==> src/hdl/clbp_pkg.sv <==
// Shared types, character codes, status codes and helpers for the CPU list parser.
package clbp_pkg;

  // Width of the result mask as seen on the port.
  localparam int CPU_MASK_W = 64;
  localparam int SET_COUNT_W = 7;
  localparam int STATUS_W = 2;

  // Longest decimal id accepted, in digits, and the number base.
  localparam int MAX_ID_DIGITS = 4;
  localparam int DEC_BASE = 10;

  // Status codes.
  localparam logic [STATUS_W-1:0] ST_OK = 2'd0;
  localparam logic [STATUS_W-1:0] ST_SYNTAX = 2'd1;
  localparam logic [STATUS_W-1:0] ST_RANGE = 2'd2;

  // ASCII codes the parser recognises.
  localparam logic [7:0] CH_SPACE = 8'h20;
  localparam logic [7:0] CH_TAB = 8'h09;
  localparam logic [7:0] CH_COMMA = 8'h2C;
  localparam logic [7:0] CH_DASH = 8'h2D;
  localparam logic [7:0] CH_ZERO = 8'h30;
  localparam logic [7:0] CH_NINE = 8'h39;

  typedef struct packed {
    logic [7:0] char_byte;
    logic       end_of_text;
  } in_beat_t;

  typedef struct packed {
    logic [CPU_MASK_W-1:0]  cpu_mask;
    logic [SET_COUNT_W-1:0] set_count;
    logic [STATUS_W-1:0]    status;
  } out_beat_t;

  // Handshake decisions from the top level to the parser core.
  typedef struct packed {
    logic char_take;
    logic end_take;
  } parse_ctl_t;

  // Final mask and status of one text, produced on the end beat.
  typedef struct packed {
    logic [CPU_MASK_W-1:0] mask;
    logic [STATUS_W-1:0]   status;
  } parse_result_t;

  // Bit count as a balanced adder tree, six levels deep.
  function automatic logic [SET_COUNT_W-1:0] popcount64(input logic [CPU_MASK_W-1:0] v);
    logic [1:0] s2[CPU_MASK_W/2];
    logic [2:0] s4[CPU_MASK_W/4];
    logic [3:0] s8[CPU_MASK_W/8];
    logic [4:0] s16[CPU_MASK_W/16];
    logic [5:0] s32[CPU_MASK_W/32];
    for (int i = 0; i < CPU_MASK_W/2; i++) begin
      s2[i] = 2'(v[2*i]) + 2'(v[2*i+1]);
    end
    for (int i = 0; i < CPU_MASK_W/4; i++) begin
      s4[i] = 3'(s2[2*i]) + 3'(s2[2*i+1]);
    end
    for (int i = 0; i < CPU_MASK_W/8; i++) begin
      s8[i] = 4'(s4[2*i]) + 4'(s4[2*i+1]);
    end
    for (int i = 0; i < CPU_MASK_W/16; i++) begin
      s16[i] = 5'(s8[2*i]) + 5'(s8[2*i+1]);
    end
    for (int i = 0; i < CPU_MASK_W/32; i++) begin
      s32[i] = 6'(s16[2*i]) + 6'(s16[2*i+1]);
    end
    return SET_COUNT_W'(s32[0]) + SET_COUNT_W'(s32[1]);
  endfunction

endpackage

==> src/hdl/clbp_parser.sv <==
// Character-at-a-time CPU list parser core: parse state, mask accumulation and final status.
module clbp_parser #(
  parameter int MAX_CPUS = 64,
  parameter int MAX_TEXT_LEN = 256
) (
  input  logic                   clk,
  input  logic                   rst_n,
  input  clbp_pkg::parse_ctl_t   ctl,
  input  logic [7:0]             char_byte,
  output clbp_pkg::parse_result_t result
);

  localparam int IDW = $clog2(MAX_CPUS);
  localparam int VW = IDW + 4;
  localparam int LENW = $clog2(MAX_TEXT_LEN + 1);

  typedef enum logic [2:0] {
    PH_START,
    PH_FIRST,
    PH_DASH,
    PH_SECOND,
    PH_AFTER
  } phase_t;

  phase_t                           phase_r, phase_nxt;
  logic [IDW-1:0]                   first_id_r, first_id_nxt;
  logic [IDW-1:0]                   second_id_r, second_id_nxt;
  logic [2:0]                       digit_count_r, digit_count_nxt;
  logic [MAX_CPUS-1:0]              mask_r, mask_nxt;
  logic [clbp_pkg::STATUS_W-1:0]    err_r, err_nxt;
  logic [LENW-1:0]                  len_r, len_nxt;

  logic                             is_blank, is_digit, in_id;
  logic [7:0]                       dig_full;
  logic [IDW-1:0]                   acc_id, range_lo, range_hi;
  logic [2:0]                       acc_cnt, cnt_inc;
  logic [VW-1:0]                    id_val;
  logic                             digit_bad, descending;
  logic [MAX_CPUS-1:0]              range_bits;
  logic [clbp_pkg::STATUS_W-1:0]    end_err, end_status;
  logic [MAX_CPUS-1:0]              end_mask;

  always_comb begin
    is_blank = (char_byte == clbp_pkg::CH_SPACE) || (char_byte == clbp_pkg::CH_TAB);
    is_digit = (char_byte >= clbp_pkg::CH_ZERO) && (char_byte <= clbp_pkg::CH_NINE);
    dig_full = char_byte - clbp_pkg::CH_ZERO;
    in_id = (phase_r == PH_FIRST) || (phase_r == PH_SECOND);

    // A new id starts from zero; a running id continues from its register.
    acc_id = in_id ? ((phase_r == PH_SECOND) ? second_id_r : first_id_r) : '0;
    acc_cnt = in_id ? digit_count_r : 3'd0;
    cnt_inc = acc_cnt + 3'd1;
    id_val = VW'(acc_id) * VW'(clbp_pkg::DEC_BASE) + VW'(dig_full[3:0]);
    digit_bad = (cnt_inc > 3'(clbp_pkg::MAX_ID_DIGITS)) || (id_val >= VW'(MAX_CPUS));

    // Closing an item: a single id is the range id..id.
    range_lo = first_id_r;
    range_hi = (phase_r == PH_SECOND) ? second_id_r : first_id_r;
    descending = (phase_r == PH_SECOND) && (second_id_r < first_id_r);
    for (int i = 0; i < MAX_CPUS; i++) begin
      range_bits[i] = (IDW'(i) >= range_lo) && (IDW'(i) <= range_hi);
    end
  end

  always_comb begin
    phase_nxt = phase_r;
    first_id_nxt = first_id_r;
    second_id_nxt = second_id_r;
    digit_count_nxt = digit_count_r;
    mask_nxt = mask_r;
    err_nxt = err_r;
    len_nxt = len_r;
    end_err = err_r;
    end_mask = mask_r;
    end_status = err_r;

    if (ctl.char_take) begin
      if (len_r < LENW'(MAX_TEXT_LEN)) begin
        len_nxt = len_r + LENW'(1);
      end
      // Once an error is recorded the text is only counted. On a range error the
      // id registers may take a truncated value, which is never read again.
      if (err_r == clbp_pkg::ST_OK) begin
        case (phase_r)
          PH_START, PH_DASH: begin
            if (is_digit) begin
              digit_count_nxt = cnt_inc;
              if (phase_r == PH_START) begin
                first_id_nxt = id_val[IDW-1:0];
                phase_nxt = PH_FIRST;
              end else begin
                second_id_nxt = id_val[IDW-1:0];
                phase_nxt = PH_SECOND;
              end
              if (digit_bad) begin
                err_nxt = clbp_pkg::ST_RANGE;
              end
            end else if (!(is_blank && phase_r == PH_START)) begin
              err_nxt = clbp_pkg::ST_SYNTAX;
            end
          end
          PH_FIRST, PH_SECOND: begin
            if (is_digit) begin
              digit_count_nxt = cnt_inc;
              if (phase_r == PH_FIRST) begin
                first_id_nxt = id_val[IDW-1:0];
              end else begin
                second_id_nxt = id_val[IDW-1:0];
              end
              if (digit_bad) begin
                err_nxt = clbp_pkg::ST_RANGE;
              end
            end else if (phase_r == PH_FIRST && char_byte == clbp_pkg::CH_DASH) begin
              phase_nxt = PH_DASH;
            end else if (descending) begin
              err_nxt = clbp_pkg::ST_SYNTAX;
            end else begin
              mask_nxt = mask_r | range_bits;
              if (is_blank) begin
                phase_nxt = PH_AFTER;
              end else if (char_byte == clbp_pkg::CH_COMMA) begin
                phase_nxt = PH_START;
              end else begin
                err_nxt = clbp_pkg::ST_SYNTAX;
              end
            end
          end
          default: begin
            if (char_byte == clbp_pkg::CH_COMMA) begin
              phase_nxt = PH_START;
            end else if (!is_blank) begin
              err_nxt = clbp_pkg::ST_SYNTAX;
            end
          end
        endcase
      end
    end

    if (ctl.end_take) begin
      // Close whatever item is still open, then report and start afresh.
      if (err_r == clbp_pkg::ST_OK) begin
        if (phase_r == PH_DASH) begin
          end_err = clbp_pkg::ST_SYNTAX;
        end else if (in_id) begin
          if (descending) begin
            end_err = clbp_pkg::ST_SYNTAX;
          end else begin
            end_mask = mask_r | range_bits;
          end
        end
      end
      end_status = (len_r >= LENW'(MAX_TEXT_LEN)) ? clbp_pkg::ST_SYNTAX : end_err;

      phase_nxt = PH_START;
      first_id_nxt = '0;
      second_id_nxt = '0;
      digit_count_nxt = '0;
      mask_nxt = '0;
      err_nxt = clbp_pkg::ST_OK;
      len_nxt = '0;
    end

    result.status = end_status;
    result.mask = (end_status == clbp_pkg::ST_OK) ?
                  clbp_pkg::CPU_MASK_W'(end_mask) : '0;
  end

  always_ff @(posedge clk) begin
    if (!rst_n) begin
      phase_r <= PH_START;
      first_id_r <= '0;
      second_id_r <= '0;
      digit_count_r <= '0;
      mask_r <= '0;
      err_r <= clbp_pkg::ST_OK;
      len_r <= '0;
    end else begin
      phase_r <= phase_nxt;
      first_id_r <= first_id_nxt;
      second_id_r <= second_id_nxt;
      digit_count_r <= digit_count_nxt;
      mask_r <= mask_nxt;
      err_r <= err_nxt;
      len_r <= len_nxt;
    end
  end

endmodule

==> src/hdl/cpu_list_to_bitmap_parser.sv <==
// Top level of the CPU list parser: input register, parser core, result and output registers.
//
//   Channel | Direction | Handshake          | Payload
//   --------+-----------+--------------------+-------------------------------------------
//   in_     | into      | in_valid, in_stall | in_data: char_byte, end_of_text
//   out_    | out of    | out_valid, out_stall | out_data: cpu_mask, set_count, status
//
// One beat is accepted per cycle for as long as the output side keeps up;
// character beats wait for the output only when queued behind a held end beat.
// The result of a text passes through the input register, the parser result
// register, then the output register where the bit count is added.
// in_stall is derived combinationally from out_stall, through the occupancy of the
// three registers, so an end beat waits only when all slots ahead are full and stalled.
// Reset is synchronous and active low; it empties every register slot and
// returns the parser to the start of an empty text.
module cpu_list_to_bitmap_parser #(
  parameter int MAX_CPUS = 64,
  parameter int MAX_TEXT_LEN = 256
) (
  input  logic               clk,
  input  logic               rst_n,
  input  logic               in_valid,
  output logic               in_stall,
  input  clbp_pkg::in_beat_t in_data,
  output logic               out_valid,
  input  logic               out_stall,
  output clbp_pkg::out_beat_t out_data
);

  // Input register.
  logic                    in_valid_r, in_valid_nxt;
  clbp_pkg::in_beat_t      in_beat_r;

  // Parser result register, holding one finished text.
  logic                    done_valid_r, done_valid_nxt;
  clbp_pkg::parse_result_t done_r;

  // Output register.
  logic                    out_valid_r, out_valid_nxt;
  clbp_pkg::out_beat_t     out_data_r;

  logic                    out_free, done_move, done_free, par_take, in_take;
  clbp_pkg::parse_ctl_t    ctl;
  clbp_pkg::parse_result_t par_result;

  // Each slot can advance when the slot ahead of it is empty or emptying.
  // Character beats are consumed by the parser without needing a slot ahead.
  always_comb begin
    out_free = !out_valid_r || !out_stall;
    done_move = done_valid_r && out_free;
    done_free = !done_valid_r || done_move;
    par_take = in_valid_r && (!in_beat_r.end_of_text || done_free);
    in_stall = in_valid_r && !par_take;
    in_take = in_valid && !in_stall;

    ctl.char_take = par_take && !in_beat_r.end_of_text;
    ctl.end_take = par_take && in_beat_r.end_of_text;

    in_valid_nxt = in_take || (in_valid_r && !par_take);
    done_valid_nxt = ctl.end_take || (done_valid_r && !done_move);
    out_valid_nxt = done_move || (out_valid_r && out_stall);
  end

  clbp_parser #(
    .MAX_CPUS(MAX_CPUS),
    .MAX_TEXT_LEN(MAX_TEXT_LEN)
  ) u_parser (
    .clk(clk),
    .rst_n(rst_n),
    .ctl(ctl),
    .char_byte(in_beat_r.char_byte),
    .result(par_result)
  );

  always_ff @(posedge clk) begin
    if (!rst_n) begin
      in_valid_r <= 1'b0;
      done_valid_r <= 1'b0;
      out_valid_r <= 1'b0;
    end else begin
      in_valid_r <= in_valid_nxt;
      done_valid_r <= done_valid_nxt;
      out_valid_r <= out_valid_nxt;
    end
  end

  // Payload registers load only when their slot takes a new beat.
  always_ff @(posedge clk) begin
    if (in_take) begin
      in_beat_r <= in_data;
    end
    if (ctl.end_take) begin
      done_r <= par_result;
    end
    if (done_move) begin
      out_data_r.cpu_mask <= done_r.mask;
      out_data_r.set_count <= clbp_pkg::popcount64(done_r.mask);
      out_data_r.status <= done_r.status;
    end
  end

  assign out_valid = out_valid_r;
  assign out_data = out_data_r;

endmodule
==> config.mk <==
export PLATFORM = sky130hd
export DESIGN_NAME = cpu_list_to_bitmap_parser
export DESIGN_NICKNAME = d
export VERILOG_FILES = /design/src/hdl/clbp_pkg.sv /design/src/hdl/clbp_parser.sv /design/src/hdl/cpu_list_to_bitmap_parser.sv
export SDC_FILE = /design/constraint.sdc
export NUM_CORES = 1
export LEC_CHECK = 0
export ABC_CLOCK_PERIOD_IN_PS = 6500
export BUFFER_PORTS_ARGS = -buffer_cell sky130_fd_sc_hd__buf_2
export CORE_ASPECT_RATIO = 1.4
export CORE_MARGIN = 4
export CORE_UTILIZATION = 50
export CTS_BUF_LIST = sky130_fd_sc_hd__clkbuf_16
export DETAILED_ROUTE_END_ITERATION = 10
export PLACE_DENSITY = 0.8
export SLEW_MARGIN = 20
export SYNTH_ARGS = -nofsm -noshare
export SYNTH_HDL_FRONTEND = slang
export SYNTH_SLANG_ARGS = --single-unit
==> constraint.sdc <==
create_clock -name clk -period 6.5 [get_ports clk]
set_input_delay 0.65 -clock clk [delete_from_list [all_inputs] [get_ports clk]]
set_output_delay 0.65 -clock clk [all_outputs]
set_load 0.005 [all_outputs]
# Word-level counts from Yosys, hierarchy flattened

Cells that the tools add are included.

Bits in writable memories: 0
Register bits after elaboration: 244
Memories kept: 0
Bits in read-only memories: 0
Bits in latches: 0

Reductions and logical operators: 107
Shift operators: 0
Equality and inequality tests: 21
Multiplexer cells: 42
Bitwise logic cells: 4
$lt $le $gt $ge: 135
Add/subtract/negate cells: 67
Multipliers: 1
Div/mod/pow operators: 0

Operators with widths:

| kind                                                             | number |
|---|---|
| two-way mux 64 bit                                               | 4 |
| greater-or-equal comparator 6 bit, first input constant          | 32 |
| <= comparator 6 bit, first input constant                        | 32 |
| greater-or-equal comparator 5 x 6 -> 1 bit, first input constant | 16 |
| <= comparator 5 x 6 -> 1 bit, first input constant               | 16 |
| logical AND 1 bit                                                | 76 |
| adder 1 x 1 -> 2 bit                                             | 32 |
| OR 64 bit                                                        | 1 |
| two-way mux 6 bit                                                | 10 |
| adder 2 x 2 -> 3 bit                                             | 16 |
| greater-or-equal comparator 4 x 6 -> 1 bit, first input constant | 8 |
| <= comparator 4 x 6 -> 1 bit, first input constant               | 8 |
| two-way mux 2 bit                                                | 17 |
| adder 3 x 3 -> 4 bit                                             | 8 |
| == test 8 x 6 -> 1 bit, second input constant                    | 3 |
| greater-or-equal comparator 3 x 6 -> 1 bit, first input constant | 4 |
| <= comparator 3 x 6 -> 1 bit, first input constant               | 4 |
| one-hot mux 6 bit (2 select lines)                               | 2 |
| two-way mux 3 bit                                                | 7 |
| adder 4 x 4 -> 5 bit                                             | 4 |
| AND reduction 7 bit                                              | 2 |
| adder 5 x 5 -> 6 bit                                             | 2 |
| greater-or-equal comparator 1 x 6 -> 1 bit, first input constant | 2 |
| greater-or-equal comparator 2 x 6 -> 1 bit, first input constant | 2 |
| other kinds (38)                                                 | 69 |

# Longest topological paths before layout

Depth in word-level cells: 11
Gate-level depth with buffers: 21
Depth with buffers taken out: 21

# Hierarchy

Synthesis repeated with hierarchy kept, for this count alone.

Cells, all modules: 1179
Area, all modules: 12453.2 um^2

Modules (own cells, without submodules):

| module                    | times used | area each (um^2) | cells each | seq. area each (um^2) |
|---|---|---|---|---|
| cpu_list_to_bitmap_parser | 1          | 6344.8           | 348        | 4504.3 |
| clbp_parser               | 1          | 6108.4           | 831        | 1861.8 |

# Worst setup path after synthesis

Ideal clock, no wire load.

Path kind: input-to-reg
Start: in out_stall
End: reg out_data_r (netlist bit out_data[0]) (enable)
Data required time: 5884 ps
Data arrival time: 5934 ps
Setup time: 616 ps
Path slack: -50 ps
Stages on the path: 1
Path through: a21boi_0

Longest elaborated chain between the ends: 3

RTL lines:

| what              | RTL line                        | source |
|---|---|---|
| start, declared   | cpu_list_to_bitmap_parser.sv:26 | `input logic out_stall,` |
| zero test 1 bit   | cpu_list_to_bitmap_parser.sv:49 | `out_free = !out_valid_r \|\| !out_stall;` |
| logical OR 1 bit  | cpu_list_to_bitmap_parser.sv:49 |  |
| logical AND 1 bit | cpu_list_to_bitmap_parser.sv:50 | `done_move = done_valid_r && out_free;` |
| end, declared     | cpu_list_to_bitmap_parser.sv:40 | `clbp_pkg::out_beat_t out_data_r;` |

Every way passes these cells.
A chain may end at the register's enable or synchronous reset.

# Worst setup path in the final report

Start: reg done_r[37] in the netlist's numbering
End: reg out_data_r (netlist bit out_data[7]), data pin

Longest elaborated chain between the ends: 6

RTL lines:

| what                   | RTL line                        | source |
|---|---|---|
| start, declared        | cpu_list_to_bitmap_parser.sv:36 | `clbp_pkg::parse_result_t done_r;` |
| start signal, assigned | cpu_list_to_bitmap_parser.sv:93 | `done_r <= par_result;` |
| adder 1 x 1 -> 2 bit   | clbp_pkg.sv:57                  | `s2[i] = 2'(v[2*i]) + 2'(v[2*i+1]);` |
| adder 2 x 2 -> 3 bit   | clbp_pkg.sv:60                  | `s4[i] = 3'(s2[2*i]) + 3'(s2[2*i+1]);` |
| adder 3 x 3 -> 4 bit   | clbp_pkg.sv:63                  | `s8[i] = 4'(s4[2*i]) + 4'(s4[2*i+1]);` |
| adder 4 x 4 -> 5 bit   | clbp_pkg.sv:66                  | `s16[i] = 5'(s8[2*i]) + 5'(s8[2*i+1]);` |
| adder 5 x 5 -> 6 bit   | clbp_pkg.sv:69                  | `s32[i] = 6'(s16[2*i]) + 6'(s16[2*i+1]);` |
| adder 6 x 6 -> 7 bit   | clbp_pkg.sv:71                  | `return SET_COUNT_W'(s32[0]) + SET_COUNT_W'(s32[1]);` |

Every way passes these cells.

==> impl_results.md <==
- Clock sink total: around 240
- Hpwl dp: ~25000 µm
- Post-DRT Antenna Nets: 0
- Synth Instances: roughly 1200
- Fin crit period: ~6.3 ns
- H-tree depth: 1
- Endpoints failing setup: 0
- Pwr dens: 298 mW/mm²
- Fin util: 0.574
- Core area: between 0.02 and 0.025 mm²
- All-Layer GR Usage: 0.238
- Cts repair resizes: 0
- Crit end category: register
- CTS buffer count: 24
- Final Hold Viols: 0
- TritonRoute pass-1 iters: 5
- Avg Synthesized Cell Area: 10.5 µm²
- Slew at the pin with the worst max-slew slack: slightly below 1 ns
- Critical Path AT: 6.55 ns
- Peak VDD IR: around 600 µV
- Detailed Route WL: about 33000 µm
- Library cells used by synthesis: between 70 and 80
- Register area: roughly 0.0064 mm²
- YS warnings: 0
- First-iteration detailed-routing DRC count: 599
- Vias post-DR: about 9000
- Post-synthesis sequential area ratio: 0.514
- Vias per cell: about 5.8
- Worst path slowest cell: fa_1
- Worst path max stage delay: 0.56 ns
- CTS tree: yes
- Hold path endpoint: in_beat_r[1]
- Antenna violations before repair: 0
- Min-delay src: in_data[1]
- # rows: between 60 and 70
- Routability cong.: approximately 0.98
- Startpoint Class: register
- Synth Area in Simple Gates: 0.130
- DR WL/cell: approximately 21 µm
- Max_cap viols: 0
- Crit path required time: 6.77 ns
- Leakage power: 5.53 nW
- WHS: 0.303 ns
- Clk_skew: between 0.008 and 0.009 ns
- DIE WIDTH: 141 µm
- Largest family of logic cells by synthesized area: compound AO/OA/AOI/OAI gates
- Compound-Gate Fraction of Synth Area: 0.140
- Global-route wire length before repair: a little over 50000 µm
- Multi-input logic area: around 0.0053 mm²
- Slew Viols, Final: 0
- Top-area cell type share of the netlist area: 0.359
- Fin area: 0.0139 mm²
- R2R Path End: out_data[7]
- Area Overhead vs Synth: 11.9%
- Total power: ~4.1 mW
- Drt drc: 0
- Die H: roughly 200 µm
- Placed Instance Area: around 0.013 mm²
- Fmax: roughly 160 MHz
- Xor/xnor share of the synthesized area: 0.0113
- Cts hold-fix bufs: 0
- Vias in the first global route: approximately 9300
- Max clock buf depth: 3
- Die area: 0.0274 mm²
- Ports: just under 90
- Post-synth top area cell: edfxtp_1
- Root buf cell: clkbuf_16
- Adder-Cell Fraction of Synth Area: 0.123
- Port-buffer cells: between 80 and 90
- Reg-to-reg slack, setup: 0.22 ns
- Multiplexer share of the synthesized area: 0.0241
- Initial Util: 0.513
- Worst hold path class: in -> reg
- Status: completed
- Primary FF master, synth: edfxtp_1
- Setup Fix Bufs, Post-CTS: 0
- Clk_lat worst skew: between 0.5 and 0.6 ns
- Layout cells sized above 1: 0.138
- Synth top area cells: edfxtp_1, dfxtp_1, fa_1
- R2r startpoint: done_r[37]
- Crit-path max FO: 2
- Mapped Area: roughly 0.012 mm²
- Cell Chain, Critical Path: inv_1 > fa_1 > inv_1 > fa_1 > fa_1 > inv_1 > fa_1 > inv_1 > fa_1 > fa_1 > fa_1 > inv_1 > fa_1 > inv_1 > ha_1 > a21o_1 > a21oi_2 > o21bai_1 > a21oi_1 > xor2_1
- Ys async rst share: 0
- Clock transition at the registers of the reported paths: approximately 0.07 ns
- Slew margin rel.: 0.345
- Register bit total from synthesis: between 200 and 250
- Nets: about 1300
- Worst Reg-to-Reg Cells: 20
- Crit path kind: reg -> reg
- Cell repeated most along the worst path: fa_1
- Fill cells: between 2000 and 2500
- Total gr overflow: 0
- Final period util: 0.966
- Number of synthesized flops with an enable pin: between 100 and 150
- Largest net degree at the start of global routing: 74
- Antenna diode count: 0
- Mapped Nets: around 1300
- Hold path depth: 1
## power by group
group	total (mW)	leakage (nW)	switching (mW)	internal [mW]
Combinational	1.04	2.97	0.598	0.437
Clock	1.34	0.380	0.595	0.744
Sequential	1.75	2.18	0.0204	1.73
Total	4.13	5.53	1.21	2.91
## synthesized netlist by cell type (11+ instances only)
library cell and count:
o21ai_0 36, clkbuf_1 38, a31oi_1 18, a22o_1 17, a21oi_1 121, nand3_1 11, edfxtp_1 148, fa_1 56
dfxtp_1 96, inv_1 122, ha_1 32, buf_2 17, o21a_1 17, mux2i_1 24, nor2_1 168, nor3_1 25
nand2_1 56
## metrics by stage
step | setup slack, ns | instances | setup TNS [ns]
after floorplan | 0.628 | 1176 | 0
after global routing | -0.00258 | 1572 | -0.00258
final | 0.222 | 1572 | 0
after detailed placement | 0.165 | 1528 | 0
after global placement | 0.434 | 1528 | 0
after CTS | 0.0747 | 1572 | 0
## registers in the layout, summed over array words and instances, names as in the netlist
name	cells
out_valid	1
done_valid_r	1
u_parser.mask_r	64
u_parser.err_r	2
u_parser.digit_count_r	3
u_parser.first_id_r	6
u_parser.phase_r	3
in_valid_r	1
in_beat_r	9
out_data	73
u_parser.second_id_r	6
done_r	66
u_parser.len_r	9
## layer usage
metal  track usage  routed length (µm)
met3        0.0271                1720
met1         0.267               11800
met2         0.435               17300
met5             0                   0
met4         0.132                2050
## worst max-delay path by stage
stage	startpoint	to	slack, ns	depth (start not counted)
5_1_grt	done_r[37]	out_data[7]	-0.003	20
3_3_place_gp	done_r[37]	out_data[8]	0.43	21
6_report	done_r[37]	out_data[7]	0.22	20
2_1_floorplan	done_r[37]	out_data[8]	0.63	21
4_1_cts	done_r[37]	out_data[7]	0.07	20
3_5_place_dp	done_r[37]	out_data[7]	0.16	20
## area by class of cell
class,count,area share
multi-input cells,750,0.385
inverters,123,0.0333
clock inverters,19,0.00984
clock buffers,25,0.0451
well taps,310,0.0280
repair buffers,101,0.0390
flip-flops and latches,244,0.459
## kinds of logic (layout without fill, tap and decap cells)
kind of cell    count (synthesis)  count (layout)
compound gates                277             277
xor+xnor                       16              16
fa+ha+maj                      88              88
buf+inv                       182             268
flops                         244             244
mux                            29              29
simple gates                  340             340
## cells in the final DEF (no fill, tap or decap), types with 6 or more instances in the layout
cell type / synthesis / layout
nor2_1: 168 / 167
edfxtp_1: 148 / 148
inv_1: 122 / 125
a21oi_1: 121 / 119
dfxtp_1: 96 / 96
buf_2: 17 / 87
nand2_1: 56 / 56
fa_1: 56 / 56
o21ai_0: 36 / 36
ha_1: 32 / 32
clkbuf_16: 0 / 25
nor3_1: 25 / 24
mux2i_1: 24 / 24
a31oi_1: 18 / 18
o21a_1: 17 / 17
a22o_1: 17 / 17
buf_4: 1 / 14
nand3_1: 11 / 11
and2_1: 10 / 10
and3_1: 10 / 10
nor4_1: 10 / 10
a211oi_1: 10 / 10
a21o_1: 9 / 9
xnor2_1: 8 / 8
xor2_1: 8 / 8
a221oi_1: 7 / 7
nor2b_1: 8 / 6
or3_1: 6 / 6
## critical path: cells and delay by family (launching register included)
kind                       cells  cell delay (ns)
adders and majority gates      9             4.44
AOI/OAI and AO/OA              4             0.75
buffers and inverters          6             0.39
DFF                            1             0.35
xor gates and xnor gates       1             0.10
No activity file was read; power rests on OpenSTA's default activity.
